`config.mk`:
```
export PLATFORM = sky130hd
export DESIGN_NAME = weighted_darkness_centroid
export DESIGN_NICKNAME = d
export VERILOG_FILES = /design/src/hw/rtl/wdc_pkg.sv /design/src/hw/rtl/wdc_lane.sv /design/src/hw/rtl/wdc_merge.sv /design/src/hw/rtl/wdc_divider.sv /design/src/hw/rtl/weighted_darkness_centroid.sv
export SDC_FILE = /design/constraint.sdc
export NUM_CORES = 2
export LEC_CHECK = 0
export ABC_AREA = 1
export BUFFER_PORTS_ARGS = -buffer_cell sky130_fd_sc_hd__buf_2
export CAP_MARGIN = 40
export CORE_ASPECT_RATIO = 1.75
export CORE_UTILIZATION = 40
export DETAILED_ROUTE_END_ITERATION = 12
export GPL_ROUTABILITY_DRIVEN = 1
export PLACE_DENSITY = 0.63
export SLEW_MARGIN = 20
export SYNTH_ARGS = -nofsm -noshare
export SYNTH_HDL_FRONTEND = slang
export SYNTH_SLANG_ARGS = --single-unit
export TNS_END_PERCENT = 10
```
`constraint.sdc`:
```
create_clock -name clock -period 11.8 [get_ports clock]
set_input_delay 0.59 -clock clock [delete_from_list [all_inputs] [get_ports clock]]
set_output_delay 0.59 -clock clock [all_outputs]
set_load 0.1 [all_outputs]
```
`src/hw/rtl/wdc_pkg.sv`:
```
// ----------------------------------------------------------------------------
// wdc_pkg - shared types and constants for the darkness-weighted centroid
// Payload structs, widths, register indexes and the probe weight tables.
// ----------------------------------------------------------------------------
package wdc_pkg;

   localparam int MAX_LANES      = 8;
   localparam int NUM_PROBES_DEF = 8;
   localparam int LANE_IDX_W     = $clog2(MAX_LANES);

   localparam int DARK_W   = 8;
   localparam int WEIGHT_W = 6;
   localparam int PROD_W   = 14;
   localparam int TOT_W    = 11;
   localparam int SUM_W    = 16;
   localparam int GAIN_W   = 4;
   localparam int NUM_W    = SUM_W + GAIN_W;
   localparam int MAG_W    = NUM_W - 1;
   localparam int OFFSET_W = 10;
   localparam int MAX_OFFSET = 315;

   localparam logic [DARK_W-1:0] DARK_FULL  = 8'd255;
   localparam logic [GAIN_W-1:0] GAIN_RESET = 4'd3;

   localparam int CSR_IDX_W  = 1;
   localparam int CSR_DATA_W = GAIN_W;
   localparam logic [CSR_IDX_W-1:0] CSR_ARC_MODE   = 1'd0;
   localparam logic [CSR_IDX_W-1:0] CSR_STEER_GAIN = 1'd1;

   typedef logic signed [WEIGHT_W-1:0] weight_type;

   typedef struct packed {
      logic [7:0] line_bits;
      logic [7:0] normalize_0;
      logic [7:0] normalize_1;
      logic [7:0] normalize_2;
      logic [7:0] normalize_3;
      logic [7:0] normalize_4;
      logic [7:0] normalize_5;
      logic [7:0] normalize_6;
      logic [7:0] normalize_7;
   } req_type;

   typedef struct packed {
      logic signed [OFFSET_W-1:0] steer_offset;
      logic [7:0]                 line_mask;
   } rsp_type;

   // Sideband that rides along the division pipeline.
   typedef struct packed {
      logic       neg;
      logic       zero;
      logic [7:0] line_mask;
   } side_type;

   // Signed weight of one probe; probe 0 is leftmost.
   function automatic weight_type lane_weight(input logic arc,
                                              input logic [LANE_IDX_W-1:0] idx);
      weight_type w;
      w = '0;
      if (arc) begin
         case (idx)
            3'd0:    w = 6'sd0;
            3'd1:    w = 6'sd21;
            3'd2:    w = 6'sd20;
            3'd3:    w = 6'sd8;
            3'd4:    w = -6'sd8;
            3'd5:    w = -6'sd20;
            3'd6:    w = -6'sd21;
            3'd7:    w = 6'sd0;
            default: w = 6'sd0;
         endcase
      end else begin
         case (idx)
            3'd0:    w = 6'sd20;
            3'd1:    w = 6'sd17;
            3'd2:    w = 6'sd3;
            3'd3:    w = 6'sd1;
            3'd4:    w = -6'sd1;
            3'd5:    w = -6'sd3;
            3'd6:    w = -6'sd17;
            3'd7:    w = -6'sd20;
            default: w = 6'sd0;
         endcase
      end
      return w;
   endfunction

endpackage

```
`src/hw/rtl/wdc_lane.sv`:
```
// ----------------------------------------------------------------------------
// wdc_lane - one probe lane
// Darkness of an on-line probe and its weighted product, registered.
// ----------------------------------------------------------------------------
module wdc_lane
   import wdc_pkg::*;
#(
   parameter int LANE_IDX = 0
) (
   input  logic              clock,
   input  logic              load,
   input  logic              on_line,
   input  logic [DARK_W-1:0] value,
   input  logic              arc_mode,
   output logic [DARK_W-1:0] dark_ff,
   output logic [PROD_W-1:0] prod_ff
);

   logic [DARK_W-1:0]            dark_in;
   logic [PROD_W-1:0]            prod_in;
   weight_type                   weight;
   logic signed [WEIGHT_W+DARK_W:0] prod_full;

   always_comb begin
      dark_in   = on_line ? (DARK_FULL - value) : '0;
      weight    = lane_weight(arc_mode, LANE_IDX_W'(LANE_IDX));
      prod_full = weight * $signed({1'b0, dark_in});
      prod_in   = prod_full[PROD_W-1:0];
   end

   always_ff @(posedge clock) begin
      if (load) begin
         dark_ff <= dark_in;
         prod_ff <= prod_in;
      end
   end

endmodule

```
`src/hw/rtl/wdc_merge.sv`:
```
// ----------------------------------------------------------------------------
// wdc_merge - lane merge and gain
// Sums lane darkness and weighted products, then applies the steering gain
// and splits the numerator into sign and magnitude.
// ----------------------------------------------------------------------------
module wdc_merge
   import wdc_pkg::*;
#(
   parameter int LANES = NUM_PROBES_DEF
) (
   input  logic                         clock,
   input  logic                         reset,
   input  logic                         in_vld,
   output logic                         in_rdy,
   input  logic [LANES-1:0][DARK_W-1:0] in_dark,
   input  logic [LANES-1:0][PROD_W-1:0] in_prod,
   input  logic [7:0]                   in_mask,
   input  logic [GAIN_W-1:0]            gain,
   output logic                         out_vld,
   input  logic                         out_rdy,
   output logic [MAG_W-1:0]             out_mag,
   output logic [TOT_W-1:0]             out_total,
   output side_type                     out_side
);

   logic                    vld_a_ff;
   logic [TOT_W-1:0]        tot_a_ff;
   logic signed [SUM_W-1:0] wsum_a_ff;
   logic [7:0]              mask_a_ff;
   logic [TOT_W-1:0]        tot_a_in;
   logic signed [SUM_W-1:0] wsum_a_in;

   logic                    vld_b_ff;
   logic [MAG_W-1:0]        mag_b_ff;
   logic [TOT_W-1:0]        tot_b_ff;
   side_type                side_b_ff;
   logic [MAG_W-1:0]        mag_b_in;
   side_type                side_b_in;
   logic signed [NUM_W:0]   num;

   logic rdy_a;
   logic rdy_b;

   assign rdy_b  = !vld_b_ff || out_rdy;
   assign rdy_a  = !vld_a_ff || rdy_b;
   assign in_rdy = rdy_a;

   always_comb begin
      tot_a_in  = '0;
      wsum_a_in = '0;
      for (int i = 0; i < LANES; i++) begin
         tot_a_in  = tot_a_in + TOT_W'(in_dark[i]);
         wsum_a_in = wsum_a_in + SUM_W'($signed(in_prod[i]));
      end
   end

   always_comb begin
      num                 = wsum_a_ff * $signed({1'b0, gain});
      side_b_in.neg       = num[NUM_W];
      side_b_in.zero      = (tot_a_ff == '0);
      side_b_in.line_mask = mask_a_ff;
      mag_b_in            = num[NUM_W] ? MAG_W'(-num) : num[MAG_W-1:0];
   end

   always_ff @(posedge clock) begin
      if (reset) begin
         vld_a_ff <= 1'b0;
         vld_b_ff <= 1'b0;
      end else begin
         if (rdy_a) begin
            vld_a_ff <= in_vld;
         end
         if (rdy_b) begin
            vld_b_ff <= vld_a_ff;
         end
      end
   end

   always_ff @(posedge clock) begin
      if (in_vld && rdy_a) begin
         tot_a_ff  <= tot_a_in;
         wsum_a_ff <= wsum_a_in;
         mask_a_ff <= in_mask;
      end
      if (vld_a_ff && rdy_b) begin
         mag_b_ff  <= mag_b_in;
         tot_b_ff  <= tot_a_ff;
         side_b_ff <= side_b_in;
      end
   end

   assign out_vld   = vld_b_ff;
   assign out_mag   = mag_b_ff;
   assign out_total = tot_b_ff;
   assign out_side  = side_b_ff;

endmodule

```
`src/hw/rtl/wdc_divider.sv`:
```
// ----------------------------------------------------------------------------
// wdc_divider - pipelined restoring divider
// One quotient bit per stage; each stage holds its own transfer.
// ----------------------------------------------------------------------------
module wdc_divider
   import wdc_pkg::*;
(
   input  logic             clock,
   input  logic             reset,
   input  logic             in_vld,
   output logic             in_rdy,
   input  logic [MAG_W-1:0] in_mag,
   input  logic [TOT_W-1:0] in_div,
   input  side_type         in_side,
   output logic             out_vld,
   input  logic             out_rdy,
   output logic [MAG_W-1:0] out_quo,
   output side_type         out_side
);

   localparam int STEPS = MAG_W;

   logic [STEPS-1:0]            vld_ff;
   logic [TOT_W-1:0]            rem_ff  [STEPS];
   logic [MAG_W-1:0]            quo_ff  [STEPS];
   logic [TOT_W-1:0]            div_ff  [STEPS];
   side_type                    side_ff [STEPS];

   logic [STEPS-1:0]            rdy;
   logic [STEPS-1:0]            src_vld;
   logic [TOT_W-1:0]            src_rem  [STEPS];
   logic [MAG_W-1:0]            src_quo  [STEPS];
   logic [TOT_W-1:0]            src_div  [STEPS];
   side_type                    src_side [STEPS];
   logic [TOT_W:0]              trial    [STEPS];
   logic [STEPS-1:0]            fits;
   logic [TOT_W-1:0]            rem_in   [STEPS];
   logic [MAG_W-1:0]            quo_in   [STEPS];

   always_comb begin
      rdy[STEPS-1] = !vld_ff[STEPS-1] || out_rdy;
      for (int k = STEPS - 2; k >= 0; k--) begin
         rdy[k] = !vld_ff[k] || rdy[k+1];
      end
   end

   always_comb begin
      src_vld[0]  = in_vld;
      src_rem[0]  = '0;
      src_quo[0]  = in_mag;
      src_div[0]  = in_div;
      src_side[0] = in_side;
      for (int k = 1; k < STEPS; k++) begin
         src_vld[k]  = vld_ff[k-1];
         src_rem[k]  = rem_ff[k-1];
         src_quo[k]  = quo_ff[k-1];
         src_div[k]  = div_ff[k-1];
         src_side[k] = side_ff[k-1];
      end
      for (int k = 0; k < STEPS; k++) begin
         trial[k]  = {src_rem[k], src_quo[k][MAG_W-1]};
         fits[k]   = (trial[k] >= {1'b0, src_div[k]});
         rem_in[k] = fits[k] ? TOT_W'(trial[k] - {1'b0, src_div[k]})
                             : trial[k][TOT_W-1:0];
         quo_in[k] = {src_quo[k][MAG_W-2:0], fits[k]};
      end
   end

   always_ff @(posedge clock) begin
      if (reset) begin
         vld_ff <= '0;
      end else begin
         for (int k = 0; k < STEPS; k++) begin
            if (rdy[k]) begin
               vld_ff[k] <= src_vld[k];
            end
         end
      end
   end

   always_ff @(posedge clock) begin
      for (int k = 0; k < STEPS; k++) begin
         if (src_vld[k] && rdy[k]) begin
            rem_ff[k]  <= rem_in[k];
            quo_ff[k]  <= quo_in[k];
            div_ff[k]  <= src_div[k];
            side_ff[k] <= src_side[k];
         end
      end
   end

   assign in_rdy   = rdy[0];
   assign out_vld  = vld_ff[STEPS-1];
   assign out_quo  = quo_ff[STEPS-1];
   assign out_side = side_ff[STEPS-1];

endmodule

```
`src/hw/rtl/weighted_darkness_centroid.sv`:
```
// ----------------------------------------------------------------------------
// weighted_darkness_centroid - line position from one 8-probe reading
// Lanes, merge, gain, division pipeline and result register.
// ----------------------------------------------------------------------------
// One reading goes in per transfer and one result comes out per reading, in
// order. Each probe whose line bit is 0 adds its darkness (255 minus its
// brightness) to a total and darkness times its signed weight (straight or
// arc table, picked by arc_mode) to a weighted sum; steer_offset is
// weighted sum times steer_gain divided by the total, truncated toward zero,
// and 0 when the total is 0. line_mask flags the probes on the line; probes
// at or above NUM_PROBES (capped at 8) count as off the line. The block takes
// a new reading every cycle while req_stall is low. It has one lane stage,
// one sum stage, one gain multiply stage, 19 divider stages (one quotient
// bit each) and the result register. Every stage holds its data while the
// stage after it is full and cannot accept, so stall on the result side
// backs up to req_stall only once the pipeline is full. Write arc_mode and
// steer_gain only with no reading in flight.
// ----------------------------------------------------------------------------
module weighted_darkness_centroid
   import wdc_pkg::*;
#(
   parameter int NUM_PROBES = NUM_PROBES_DEF
) (
   input  logic                  clock,
   input  logic                  reset,
   input  logic                  req_valid,
   output logic                  req_stall,
   input  req_type               req_data,
   output logic                  rsp_valid,
   input  logic                  rsp_stall,
   output rsp_type               rsp_data,
   input  logic                  csr_wr_en,
   input  logic [CSR_IDX_W-1:0]  csr_index,
   input  logic [CSR_DATA_W-1:0] csr_wdata
);

   localparam int LANE_COUNT = (NUM_PROBES < MAX_LANES) ? NUM_PROBES : MAX_LANES;

   // Configuration registers
   logic              arc_mode_ff;
   logic [GAIN_W-1:0] steer_gain_ff;

   // Lane stage
   logic [MAX_LANES-1:0][DARK_W-1:0]  probe_val;
   logic [7:0]                        on_line;
   logic                              s1_vld_ff;
   logic [7:0]                        s1_mask_ff;
   logic                              s1_rdy;
   logic                              req_xfer;
   logic [LANE_COUNT-1:0][DARK_W-1:0] lane_dark;
   logic [LANE_COUNT-1:0][PROD_W-1:0] lane_prod;

   // Merge to divider
   logic             mrg_rdy;
   logic             mrg_vld;
   logic [MAG_W-1:0] mrg_mag;
   logic [TOT_W-1:0] mrg_total;
   side_type         mrg_side;
   logic             div_in_rdy;

   // Divider to result register
   logic             div_vld;
   logic [MAG_W-1:0] div_quo;
   side_type         div_side;
   logic             out_rdy;

   logic                       rsp_vld_ff;
   rsp_type                    rsp_data_ff;
   rsp_type                    rsp_data_in;
   logic signed [OFFSET_W-1:0] offset_mag;

   // ---- configuration writes ------------------------------------------------
   always_ff @(posedge clock) begin
      if (reset) begin
         arc_mode_ff   <= 1'b0;
         steer_gain_ff <= GAIN_RESET;
      end else if (csr_wr_en) begin
         case (csr_index)
            CSR_ARC_MODE:   arc_mode_ff   <= csr_wdata[0];
            CSR_STEER_GAIN: steer_gain_ff <= csr_wdata[GAIN_W-1:0];
            default: ;
         endcase
      end
   end

   // ---- lane stage ----------------------------------------------------------
   // Accept while the lane registers are empty or draining into the merge.
   assign s1_rdy    = !s1_vld_ff || mrg_rdy;
   assign req_stall = !s1_rdy;
   assign req_xfer  = req_valid && s1_rdy;

   always_comb begin
      probe_val[0] = req_data.normalize_0;
      probe_val[1] = req_data.normalize_1;
      probe_val[2] = req_data.normalize_2;
      probe_val[3] = req_data.normalize_3;
      probe_val[4] = req_data.normalize_4;
      probe_val[5] = req_data.normalize_5;
      probe_val[6] = req_data.normalize_6;
      probe_val[7] = req_data.normalize_7;
      // Drop probes beyond the configured count.
      for (int i = 0; i < 8; i++) begin
         on_line[i] = (i < LANE_COUNT) && !req_data.line_bits[i];
      end
   end

   for (genvar g = 0; g < LANE_COUNT; g++) begin : g_lane
      wdc_lane #(
         .LANE_IDX (g)
      ) u_lane (
         .clock    (clock),
         .load     (req_xfer),
         .on_line  (on_line[g]),
         .value    (probe_val[g]),
         .arc_mode (arc_mode_ff),
         .dark_ff  (lane_dark[g]),
         .prod_ff  (lane_prod[g])
      );
   end

   always_ff @(posedge clock) begin
      if (reset) begin
         s1_vld_ff <= 1'b0;
      end else if (s1_rdy) begin
         s1_vld_ff <= req_valid;
      end
   end

   always_ff @(posedge clock) begin
      if (req_xfer) begin
         s1_mask_ff <= on_line;
      end
   end

   // ---- merge and gain ------------------------------------------------------
   wdc_merge #(
      .LANES (LANE_COUNT)
   ) u_merge (
      .clock     (clock),
      .reset     (reset),
      .in_vld    (s1_vld_ff),
      .in_rdy    (mrg_rdy),
      .in_dark   (lane_dark),
      .in_prod   (lane_prod),
      .in_mask   (s1_mask_ff),
      .gain      (steer_gain_ff),
      .out_vld   (mrg_vld),
      .out_rdy   (div_in_rdy),
      .out_mag   (mrg_mag),
      .out_total (mrg_total),
      .out_side  (mrg_side)
   );

   // ---- division ------------------------------------------------------------
   wdc_divider u_divider (
      .clock    (clock),
      .reset    (reset),
      .in_vld   (mrg_vld),
      .in_rdy   (div_in_rdy),
      .in_mag   (mrg_mag),
      .in_div   (mrg_total),
      .in_side  (mrg_side),
      .out_vld  (div_vld),
      .out_rdy  (out_rdy),
      .out_quo  (div_quo),
      .out_side (div_side)
   );

   // ---- result register -----------------------------------------------------
   // Advance when the register is empty or its transfer completes this cycle.
   assign out_rdy = !rsp_vld_ff || !rsp_stall;

   always_comb begin
      offset_mag            = $signed(div_quo[OFFSET_W-1:0]);
      rsp_data_in.line_mask = div_side.line_mask;
      // No darkness means no position: force the offset to zero.
      if (div_side.zero) begin
         rsp_data_in.steer_offset = '0;
      end else if (div_side.neg) begin
         rsp_data_in.steer_offset = -offset_mag;
      end else begin
         rsp_data_in.steer_offset = offset_mag;
      end
   end

   always_ff @(posedge clock) begin
      if (reset) begin
         rsp_vld_ff <= 1'b0;
      end else if (out_rdy) begin
         rsp_vld_ff <= div_vld;
      end
   end

   always_ff @(posedge clock) begin
      if (div_vld && out_rdy) begin
         rsp_data_ff <= rsp_data_in;
      end
   end

   assign rsp_valid = rsp_vld_ff;
   assign rsp_data  = rsp_data_ff;

   // ---- assertions ----------------------------------------------------------
   // Stall toward the sender only when the lane stage holds a reading.
   a_stall_only_when_full: assert property (
      @(posedge clock) disable iff (reset)
      req_stall |-> s1_vld_ff
   ) else $error("req_stall raised with an empty lane stage");

   // A weighted average of weights times the gain stays in the field range.
   a_quotient_range: assert property (
      @(posedge clock) disable iff (reset)
      (div_vld && !div_side.zero) |-> (div_quo <= MAG_W'(MAX_OFFSET))
   ) else $error("divider quotient exceeds the offset range");

   // Probes beyond the lane count never show up in the mask.
   a_mask_in_lanes: assert property (
      @(posedge clock) disable iff (reset)
      rsp_valid |-> ((rsp_data.line_mask >> LANE_COUNT) == '0)
   ) else $error("line_mask flags a probe beyond the lane count");

endmodule
```
After elaboration in Yosys (flattened, before gate mapping)
Memories as Yosys holds them, arrays and structs flattened.
Index checks and enable logic that the tools add are counted.
{ "word_totals": {"ram_bits": 969, "mem_count": 4, "regBits": 299, "inputBits": 82, "out_inout_bits": 20, "word_cells": 285} }
{ "op_classes": {"reduce_logical": 82, "mul": 9, "bitwise_logic": 1, "add_sub_neg": 43, "muxes": 75, "order_cmp": 19} }
{ "mem_list": {"columns": ["name", "depth", "width", "read_ports", "rd_ports_with_merged_regs", "wr", "line_no", "rtl"], "rows": [
  ["u_divider.quo_ff", 19, 19, 19, 0, 19, "wdc_divider.sv:25", "logic [MAG_W-1:0] quo_ff [STEPS];"],
  ["u_divider.div_ff", 19, 11, 18, 0, 19, "wdc_divider.sv:26", "logic [TOT_W-1:0] div_ff [STEPS];"],
  ["u_divider.rem_ff", 19, 11, 18, 0, 19, "wdc_divider.sv:24", "logic [TOT_W-1:0] rem_ff [STEPS];"],
  ["u_divider.side_ff", 19, 10, 19, 0, 19, "wdc_divider.sv:27", "side_type side_ff [STEPS];"]
]} }
{ "op_table": {"columns": ["operator", "count"], "rows": [
  ["12-bit by 11-bit >= comparator with 1-bit output", 18],
  ["11-bit two-way mux", 19],
  ["11-bit subtractor", 18],
  ["11-bit by 8-bit adder with 11-bit output", 6],
  ["8-bit two-way mux", 8],
  ["8-bit subtractor, first input constant", 8],
  ["16-bit by 14-bit adder with 16-bit output", 3],
  ["6-bit by 9-bit multiplier with 14-bit output", 3],
  ["5-bit by 8-bit multiplier with 13-bit output", 3],
  ["1-bit two-way mux", 38],
  ["1-bit zero test", 33],
  ["16-bit by 13-bit adder with 16-bit output", 2],
  ["1-bit logical AND", 23],
  ["1-bit logical OR", 23],
  ["16-bit by 5-bit multiplier with 21-bit output", 1],
  ["19-bit two-way mux", 1],
  ["19-bit negation", 1],
  ["14-bit by 13-bit adder with 15-bit output", 1],
  ["5-bit two-way mux", 3],
  ["13-bit by 13-bit adder with 14-bit output", 1],
  ["4-bit by 9-bit multiplier with 13-bit output", 1],
  ["4-bit by 8-bit multiplier with 12-bit output", 1],
  ["1-bit by 11-bit >= comparator with 1-bit output", 1],
  ["11-bit zero test", 1],
  ["other kinds (9)", 12]
]} }

Longest topological paths before layout
{ "depth": {"ltp_word": 25, "ltp_mapped": 31, "depth_no_buf": 31} }

Cells and area by module
A second synthesis with hierarchy kept.
{ "unflattened": {"cells_unflattened": 5441, "area_unflattened_um2": 63846.2} }
{ "by_module_without_submodules": {"columns": ["module", "n_inst", "seq_area_each_um2", "cells_each", "area_each_um2"], "rows": [
  ["wdc_divider", 1, 28817.6, 2922, 40000.9],
  ["wdc_merge", 1, 2292.2, 1102, 9954.5],
  ["wdc_lane at g_lane[6].u_lane", 1, 630.6, 200, 1969.4],
  ["wdc_lane at g_lane[5].u_lane", 1, 660.6, 196, 1959.4],
  ["wdc_lane at g_lane[4].u_lane", 1, 660.6, 181, 1737.9],
  ["wdc_lane at g_lane[2].u_lane", 1, 630.6, 195, 1689.1],
  ["wdc_lane at g_lane[7].u_lane", 1, 600.6, 165, 1627.8],
  ["wdc_lane at g_lane[1].u_lane", 1, 570.5, 150, 1418.9],
  ["weighted_darkness_centroid", 1, 920.9, 136, 1360.1],
  ["wdc_lane at g_lane[0].u_lane", 1, 570.5, 104, 1121.1],
  ["wdc_lane at g_lane[3].u_lane", 1, 600.6, 90, 1007.2]
]} }

Worst setup path after synthesis
Ideal clock, no wire load.
{ "synth_path": {"kind": "flip-flop to flip-flop", "from": "register rsp_vld_ff (netlist: rsp_valid)", "to": "register g_lane[0].u_lane.dark_ff[0], enable pin", "setup_ns": 0.703, "setup_slack_ns": 1.824, "n_path_buf": 0, "synth_period_minus_slack_ns": 9.976, "t_arrival_ns": 9.272, "stages_incl_launch_ff": 14, "cell_sequence": "dfxtp_1 -> nand4_2 -> nor2_4 -> nand4_4 -> nor2_4 -> nand4_4 -> nor2_4 -> nand4_4 -> nor2_4 -> nand4_4 -> nor2_4 -> nand4_1 -> inv_1 -> nor2_1"} }
{ "synth_via": {"elab_chain_len": 25} }
{ "synth_rtl": {"columns": ["item", "line_no", "rtl"], "rows": [
  ["from (decl)", "weighted_darkness_centroid.sv:67", "logic rsp_vld_ff;"],
  ["from (signal assigned)", "weighted_darkness_centroid.sv:190", "rsp_vld_ff <= div_vld;"],
  ["1-bit zero test", "weighted_darkness_centroid.sv:171", "assign out_rdy = !rsp_vld_ff || !rsp_stall;"],
  ["1-bit logical OR", "weighted_darkness_centroid.sv:171", null],
  ["1-bit logical OR", "wdc_divider.sv:41", "rdy[STEPS-1] = !vld_ff[STEPS-1] || out_rdy;"],
  ["1-bit logical OR (18 in a row)", "wdc_divider.sv:43", "rdy[k] = !vld_ff[k] || rdy[k+1];"],
  ["1-bit logical OR", "wdc_merge.sv:44", "assign rdy_b = !vld_b_ff || out_rdy;"],
  ["1-bit logical OR", "wdc_merge.sv:45", "assign rdy_a = !vld_a_ff || rdy_b;"],
  ["1-bit logical OR", "weighted_darkness_centroid.sv:88", "assign s1_rdy = !s1_vld_ff || mrg_rdy;"],
  ["1-bit logical AND", "weighted_darkness_centroid.sv:90", "assign req_xfer = req_valid && s1_rdy;"],
  ["via g_lane[0].u_lane.load", "wdc_lane.sv:11", "input logic load,"],
  ["to (signal assigned)", "wdc_lane.sv:33", "dark_ff <= dark_in;"],
  ["to (decl)", "wdc_lane.sv:15", "output logic [DARK_W-1:0] dark_ff,"]
]} }
The timed path passes the listed nets, and every way through them passes these cells.
A chain may end at the register's enable or synchronous reset.

Worst setup path in the final report
{ "layout_path": {"from": "register g_lane[0].u_lane.prod_ff[3]", "to": "register u_merge.wsum_a_ff[15] (data pin)"} }
{ "layout_via": {"elab_chain_len": 7} }
{ "layout_rtl": {"columns": ["item", "line_no", "rtl"], "rows": [
  ["from (decl)", "wdc_lane.sv:16", "output logic [PROD_W-1:0] prod_ff"],
  ["from (signal assigned)", "wdc_lane.sv:34", "prod_ff <= prod_in;"],
  ["13-bit by 13-bit adder with 14-bit output", "wdc_merge.sv:53", "wsum_a_in = wsum_a_in + SUM_W'($signed(in_prod[i]));"],
  ["14-bit by 13-bit adder with 15-bit output", "wdc_merge.sv:53", null],
  ["16-bit by 13-bit adder with 16-bit output (2 in a row)", "wdc_merge.sv:53", null],
  ["16-bit by 14-bit adder with 16-bit output (3 in a row)", "wdc_merge.sv:53", null],
  ["via u_merge.wsum_a_in[15]", "wdc_merge.sv:31", "logic signed [SUM_W-1:0] wsum_a_in;"],
  ["to (signal assigned)", "wdc_merge.sv:82", "wsum_a_ff <= wsum_a_in;"],
  ["to (decl)", "wdc_merge.sv:28", "logic signed [SUM_W-1:0] wsum_a_ff;"]
]} }
The timed path passes the listed nets, and every way through them passes these cells.

==> summary by stage <==
STA
The final count of pins violating max slew is 0. In the final timing run, aggregate negative setup slack is 0 ns. The minimum period implied by the final worst setup slack is 5.90 ns.

For the pin with the worst max-slew slack, the measured transition is 1.01 ns. The clock skew is around 0.047 ns. The worst path meets setup with 5.90 ns of slack. Headroom to the max-slew limit came out at 0.323. The period utilization is 0.500.

The number of failing hold endpoints at the final stage is 0. Setup repair after global routing left no endpoint under its margin. The count of endpoints failing setup in the final report is 0. The fmax is 170 MHz.

Setup path
The setup path with the least slack is of type reg2reg. For this run, the slowest stage of the critical path takes approximately 0.54 ns. STA classifies the critical path endpoint as a register. The arrival time of data at the critical path endpoint is 6.38 ns.

Among cell families on the critical path, the largest total delay comes from adder cells. The slack of the worst reg-to-reg path is ~6 ns. At the worst endpoint, the required time is about 12 ns.

The maximum net fanout on the critical path is 5. STA classifies the critical path startpoint as a register. The slowest stage of the critical path is the sky130_fd_sc_hd__fa_1 cell. The buffering stage count on the worst path with inverters included is 4. In this design, the critical path's most frequently occurring cell is sky130_fd_sc_hd__nand2_1.

Run status
The run finished, with violations left. The final reports fail on DRC.

Clock tree
The clock tree from TritonCTS is built. TritonCTS created 105 clock buffers. The clock drives ~1100 sinks.

The clock latency at the later pin of the worst-skew pair is 0.72 ns. The hold buffer count at cts is 0. The root buffer cell chosen for the clock tree is sky130_fd_sc_hd__clkbuf_16. The clock-pin slew of the registers on the worst-case setup and hold paths is 0.07 ns. The post-cts resize count is 0. The maximum buffer depth of the clock tree is 3. Once the clock tree was built, the setup fixing pass inserted 0 buffers. The H-tree generated during clock tree synthesis spans 3 levels.

Route
The wire length on met1 is 33100 um. After detailed routing, the number of vias per cell comes to just under 5. The wire length per cell is 17.1 um. In the routed design, unresolved DRC markers number 8.

For this run, the detailed router's first-pass iteration total came to 9. Detailed routing placed a total of 3120 um of wire on met3. The final route contains 33400 vias. The detailed router finished its first iteration with 1233 violations.

Summed over all layers, the routed wires come to 117000 um. In this run the top signal layer used is met4. The wire length on met2 is 71300 um. Once detail routing completed, the nets flagged for antenna violations numbered 0.

Logic synthesis
The post-synthesis compound-gate area fraction is 0.0624. Of the synthesized area, sequential elements account for 0.572. Of the total synthesized cell area, the portion taken by full adders, half adders and majority gates is 0.187.

The post-synthesis instance area is 0.0575 mm^2. Counting every instance in the synthesized netlist gives between 4000 and 5000. The count of unique library cells instantiated by Yosys is 49. The most used flip-flop cell after synthesis is sky130_fd_sc_hd__edfxtp_1. The flop and latch count out of synthesis is 1104. Yosys mapped a number of flops with a built-in enable equal to 1076. The dominant combinational cell family by area after synthesis is adder cells.

The share of synthesized flip-flops with an asynchronous set or reset is 0. The synthesized area per cell is 12.1 um^2. Of the total synthesized cell area, the portion taken by XOR and XNOR cells is 0.0416. The post-synthesis simple-gate area fraction is 0.0724. Yosys printed 0 warnings. The portion of synthesized area spent on multiplexers is 0.000784.

Global routing
In the global route stage, overall resource usage came out at 0.165. The total global routing overflow is 0. The number of antenna violations at the first check in global routing is 2. The number of global-route vias before repair is 36100. The first global-routing pass estimated roughly 180000 um of wire.

Entering global routing, the biggest net connects 159 pins.

Finish
The area growth from synthesis to layout is 11.3%. The net count reported at finish is 5714. The finished cells cover 0.0640 mm^2. The number of filler cells placed in the layout is 12800.

In the final layout, the share of cells above drive strength 1 is 0.0673. Measured on the finished design, the core utilization comes to 0.450.

Placed design
The weighted congestion reported at the end of routability-driven placement is just over 1. The half-perimeter wire length of the detailed placement result is 94000 um. The minimum setup slack after placement is 5.96 ns. The cell area after placement is 0.0604 mm^2. The number of buffers added on ports is 101.

Job
Across the run, the number of max-cap violations was 0.

Floorplanning
For this configuration, the core starts out at a cell density of 0.404. The x dimension of the die is 288 um. 102 I/O pins were placed. The core region is 0.142 mm^2. Measured along the y axis, the die boundary spans around 500 um. The number of placement rows is roughly 180. The die area is 0.145 mm^2.

Power and ir drop
IR analysis of the VDD net gives a maximum drop of 0.331 mV. The ratio of total power to cell area is 224 mW/mm^2. The leakage component of the power is 0.0271 uW.

Worst hold path
The min-delay analysis places its worst path in the category in2reg.
## state kept, by name (all words and copies together) (netlist names), 4 cells and up
register and count:
u_divider.div_ff 198, u_merge.wsum_a_ff 16, u_merge.mask_a_ff 8, steer_gain_ff 4
rsp_data 18, u_merge.out_total 11, u_merge.tot_a_ff 11, g_lane.u_lane.dark_ff 61
u_merge.out_side 10, u_divider.vld_ff 19, u_divider.side_ff 190, u_divider.quo_ff 226
s1_mask_ff 8, u_merge.out_mag 19, u_divider.rem_ff 198, g_lane.u_lane.prod_ff 102
## per-layer routing
| metal | vias up | track usage |
|---|---|---|
| met5 | - | 0 |
| met4 | 0 | 0.130 |
| met3 | 333 | 0.0217 |
| met2 | 558 | 0.356 |
| met1 | 16200 | 0.120 |
| li1 | 16300 | - |
## per-stage QoR
step / power [uW] / std cells / hold slack, ns
5_1_grt: 15400 / 6844 / 0.123
4_1_cts: 14400 / 6841 / 0.0918
2_1_floorplan: 9410 / 4732 / 0.400
3_5_place_dp: 11000 / 6649 / 0.405
3_3_place_gp: 10900 / 6642 / 0.401
6_report: 14300 / 6844 / 0.149
## cell usage after synthesis, types with 2 or more instances
| cell | number | area (um^2) |
|---|---|---|
| sky130_fd_sc_hd__nand4_1 | 19 | 119 |
| sky130_fd_sc_hd__o21ai_0 | 101 | 505 |
| sky130_fd_sc_hd__buf_1 | 3 | 11.3 |
| sky130_fd_sc_hd__nor3_2 | 2 | 20.0 |
| sky130_fd_sc_hd__buf_2 | 2 | 10.0 |
| sky130_fd_sc_hd__nand4_4 | 4 | 85.1 |
| sky130_fd_sc_hd__or2_2 | 2 | 12.5 |
| sky130_fd_sc_hd__xnor2_1 | 91 | 797 |
| sky130_fd_sc_hd__o31ai_1 | 17 | 128 |
| sky130_fd_sc_hd__nor3_1 | 54 | 270 |
| sky130_fd_sc_hd__and3_1 | 4 | 25.0 |
| sky130_fd_sc_hd__and2_1 | 2 | 12.5 |
| sky130_fd_sc_hd__nor4_1 | 11 | 68.8 |
| sky130_fd_sc_hd__nand3_1 | 80 | 400 |
| sky130_fd_sc_hd__a221oi_1 | 7 | 61.3 |
| sky130_fd_sc_hd__a21oi_1 | 427 | 2140 |
| sky130_fd_sc_hd__inv_1 | 904 | 3390 |
| sky130_fd_sc_hd__a211oi_1 | 15 | 113 |
| sky130_fd_sc_hd__conb_1 | 2 | 7.51 |
| sky130_fd_sc_hd__o21ai_1 | 2 | 10.0 |
| sky130_fd_sc_hd__o41ai_1 | 7 | 61.3 |
| sky130_fd_sc_hd__a21o_1 | 10 | 75.1 |
| sky130_fd_sc_hd__o22ai_1 | 9 | 56.3 |
| sky130_fd_sc_hd__o221ai_1 | 7 | 61.3 |
| sky130_fd_sc_hd__xor2_1 | 180 | 1580 |
| sky130_fd_sc_hd__o21a_1 | 10 | 75.1 |
| sky130_fd_sc_hd__fa_1 | 223 | 4460 |
| sky130_fd_sc_hd__edfxtp_1 | 1076 | 32300 |
| sky130_fd_sc_hd__clkbuf_1 | 61 | 229 |
| sky130_fd_sc_hd__clkinv_1 | 2 | 7.51 |
| sky130_fd_sc_hd__dfxtp_1 | 28 | 561 |
| sky130_fd_sc_hd__nand2_1 | 376 | 1410 |
| sky130_fd_sc_hd__nor2_4 | 5 | 56.3 |
| sky130_fd_sc_hd__or2_1 | 2 | 12.5 |
| sky130_fd_sc_hd__o21bai_1 | 15 | 113 |
| sky130_fd_sc_hd__or3_1 | 8 | 50.1 |
| sky130_fd_sc_hd__nor2_1 | 423 | 1590 |
| sky130_fd_sc_hd__a31oi_1 | 24 | 150 |
| sky130_fd_sc_hd__mux2_2 | 4 | 45.0 |
| sky130_fd_sc_hd__ha_1 | 501 | 6270 |
| sky130_fd_sc_hd__o31ai_2 | 2 | 25.0 |
## cells in the final DEF, fill, tap and decap left out, types with 12 or more instances in the layout
| master | instances |
|---|---|
| sky130_fd_sc_hd__clkbuf_1 | 14 |
| sky130_fd_sc_hd__nor3_1 | 54 |
| sky130_fd_sc_hd__nor2_4 | 15 |
| sky130_fd_sc_hd__edfxtp_1 | 1076 |
| sky130_fd_sc_hd__o21ai_0 | 101 |
| sky130_fd_sc_hd__a21oi_1 | 427 |
| sky130_fd_sc_hd__clkbuf_16 | 105 |
| sky130_fd_sc_hd__nand4_1 | 19 |
| sky130_fd_sc_hd__buf_2 | 102 |
| sky130_fd_sc_hd__a31oi_1 | 23 |
| sky130_fd_sc_hd__xor2_1 | 180 |
| sky130_fd_sc_hd__bufinv_16 | 12 |
| sky130_fd_sc_hd__fa_1 | 223 |
| sky130_fd_sc_hd__clkinv_1 | 21 |
| sky130_fd_sc_hd__o31ai_1 | 17 |
| sky130_fd_sc_hd__buf_4 | 25 |
| sky130_fd_sc_hd__clkinv_2 | 22 |
| sky130_fd_sc_hd__nor2_1 | 413 |
| sky130_fd_sc_hd__nand3_1 | 80 |
| sky130_fd_sc_hd__xnor2_1 | 91 |
| sky130_fd_sc_hd__ha_1 | 501 |
| sky130_fd_sc_hd__inv_1 | 902 |
| sky130_fd_sc_hd__nand2_1 | 376 |
| sky130_fd_sc_hd__a211oi_1 | 15 |
| sky130_fd_sc_hd__dfxtp_1 | 27 |
## power breakdown
| part | switching [uW] | internal [uW] |
|---|---|---|
| sequential | 169 | 4870 |
| clock | 1520 | 1920 |
| combinational | 3630 | 2220 |
## path summary, 6_finish.rpt
path | startpoint | to | cells after the start
min | req_data[61] | g_lane[0].u_lane.dark_ff[5]$_DFFE_PP_ | 2
min reg2reg | u_divider.quo_ff[1][12]$_DFFE_PP_ | u_divider.quo_ff[2][13]$_DFFE_PP_ | 0
max reg2reg | g_lane[0].u_lane.prod_ff[3]$_DFFE_PP_ | u_merge.wsum_a_ff[15]$_DFFE_PP_ | 29
max | g_lane[0].u_lane.prod_ff[3]$_DFFE_PP_ | u_merge.wsum_a_ff[15]$_DFFE_PP_ | 29
## area by class of cell
type | instances | area (um^2) | share of cell area
Multi-Input combinational cell | 2654 | 21000 | 0.329
Tap cell | 1850 | 2310 | 0.0362
Sequential cell | 1104 | 32900 | 0.514
Inverter | 907 | 3400 | 0.0532
Clock inverter | 73 | 830 | 0.0130
Clock buffer | 119 | 2680 | 0.0419
Timing Repair Buffer | 136 | 838 | 0.0131
Antenna cell | 1 | 2.50 | 0.0000391
## cells by family after synthesis
family	after synthesis
buffers and inverters	974
other	2
XOR/XNOR	272
AO/OA/AOI/OAI	655
AND/OR/NAND/NOR	995
adder cells (fa/ha/maj)	724
multiplexers	4
flip-flops	1104
Power figures use the tool's default switching activity.
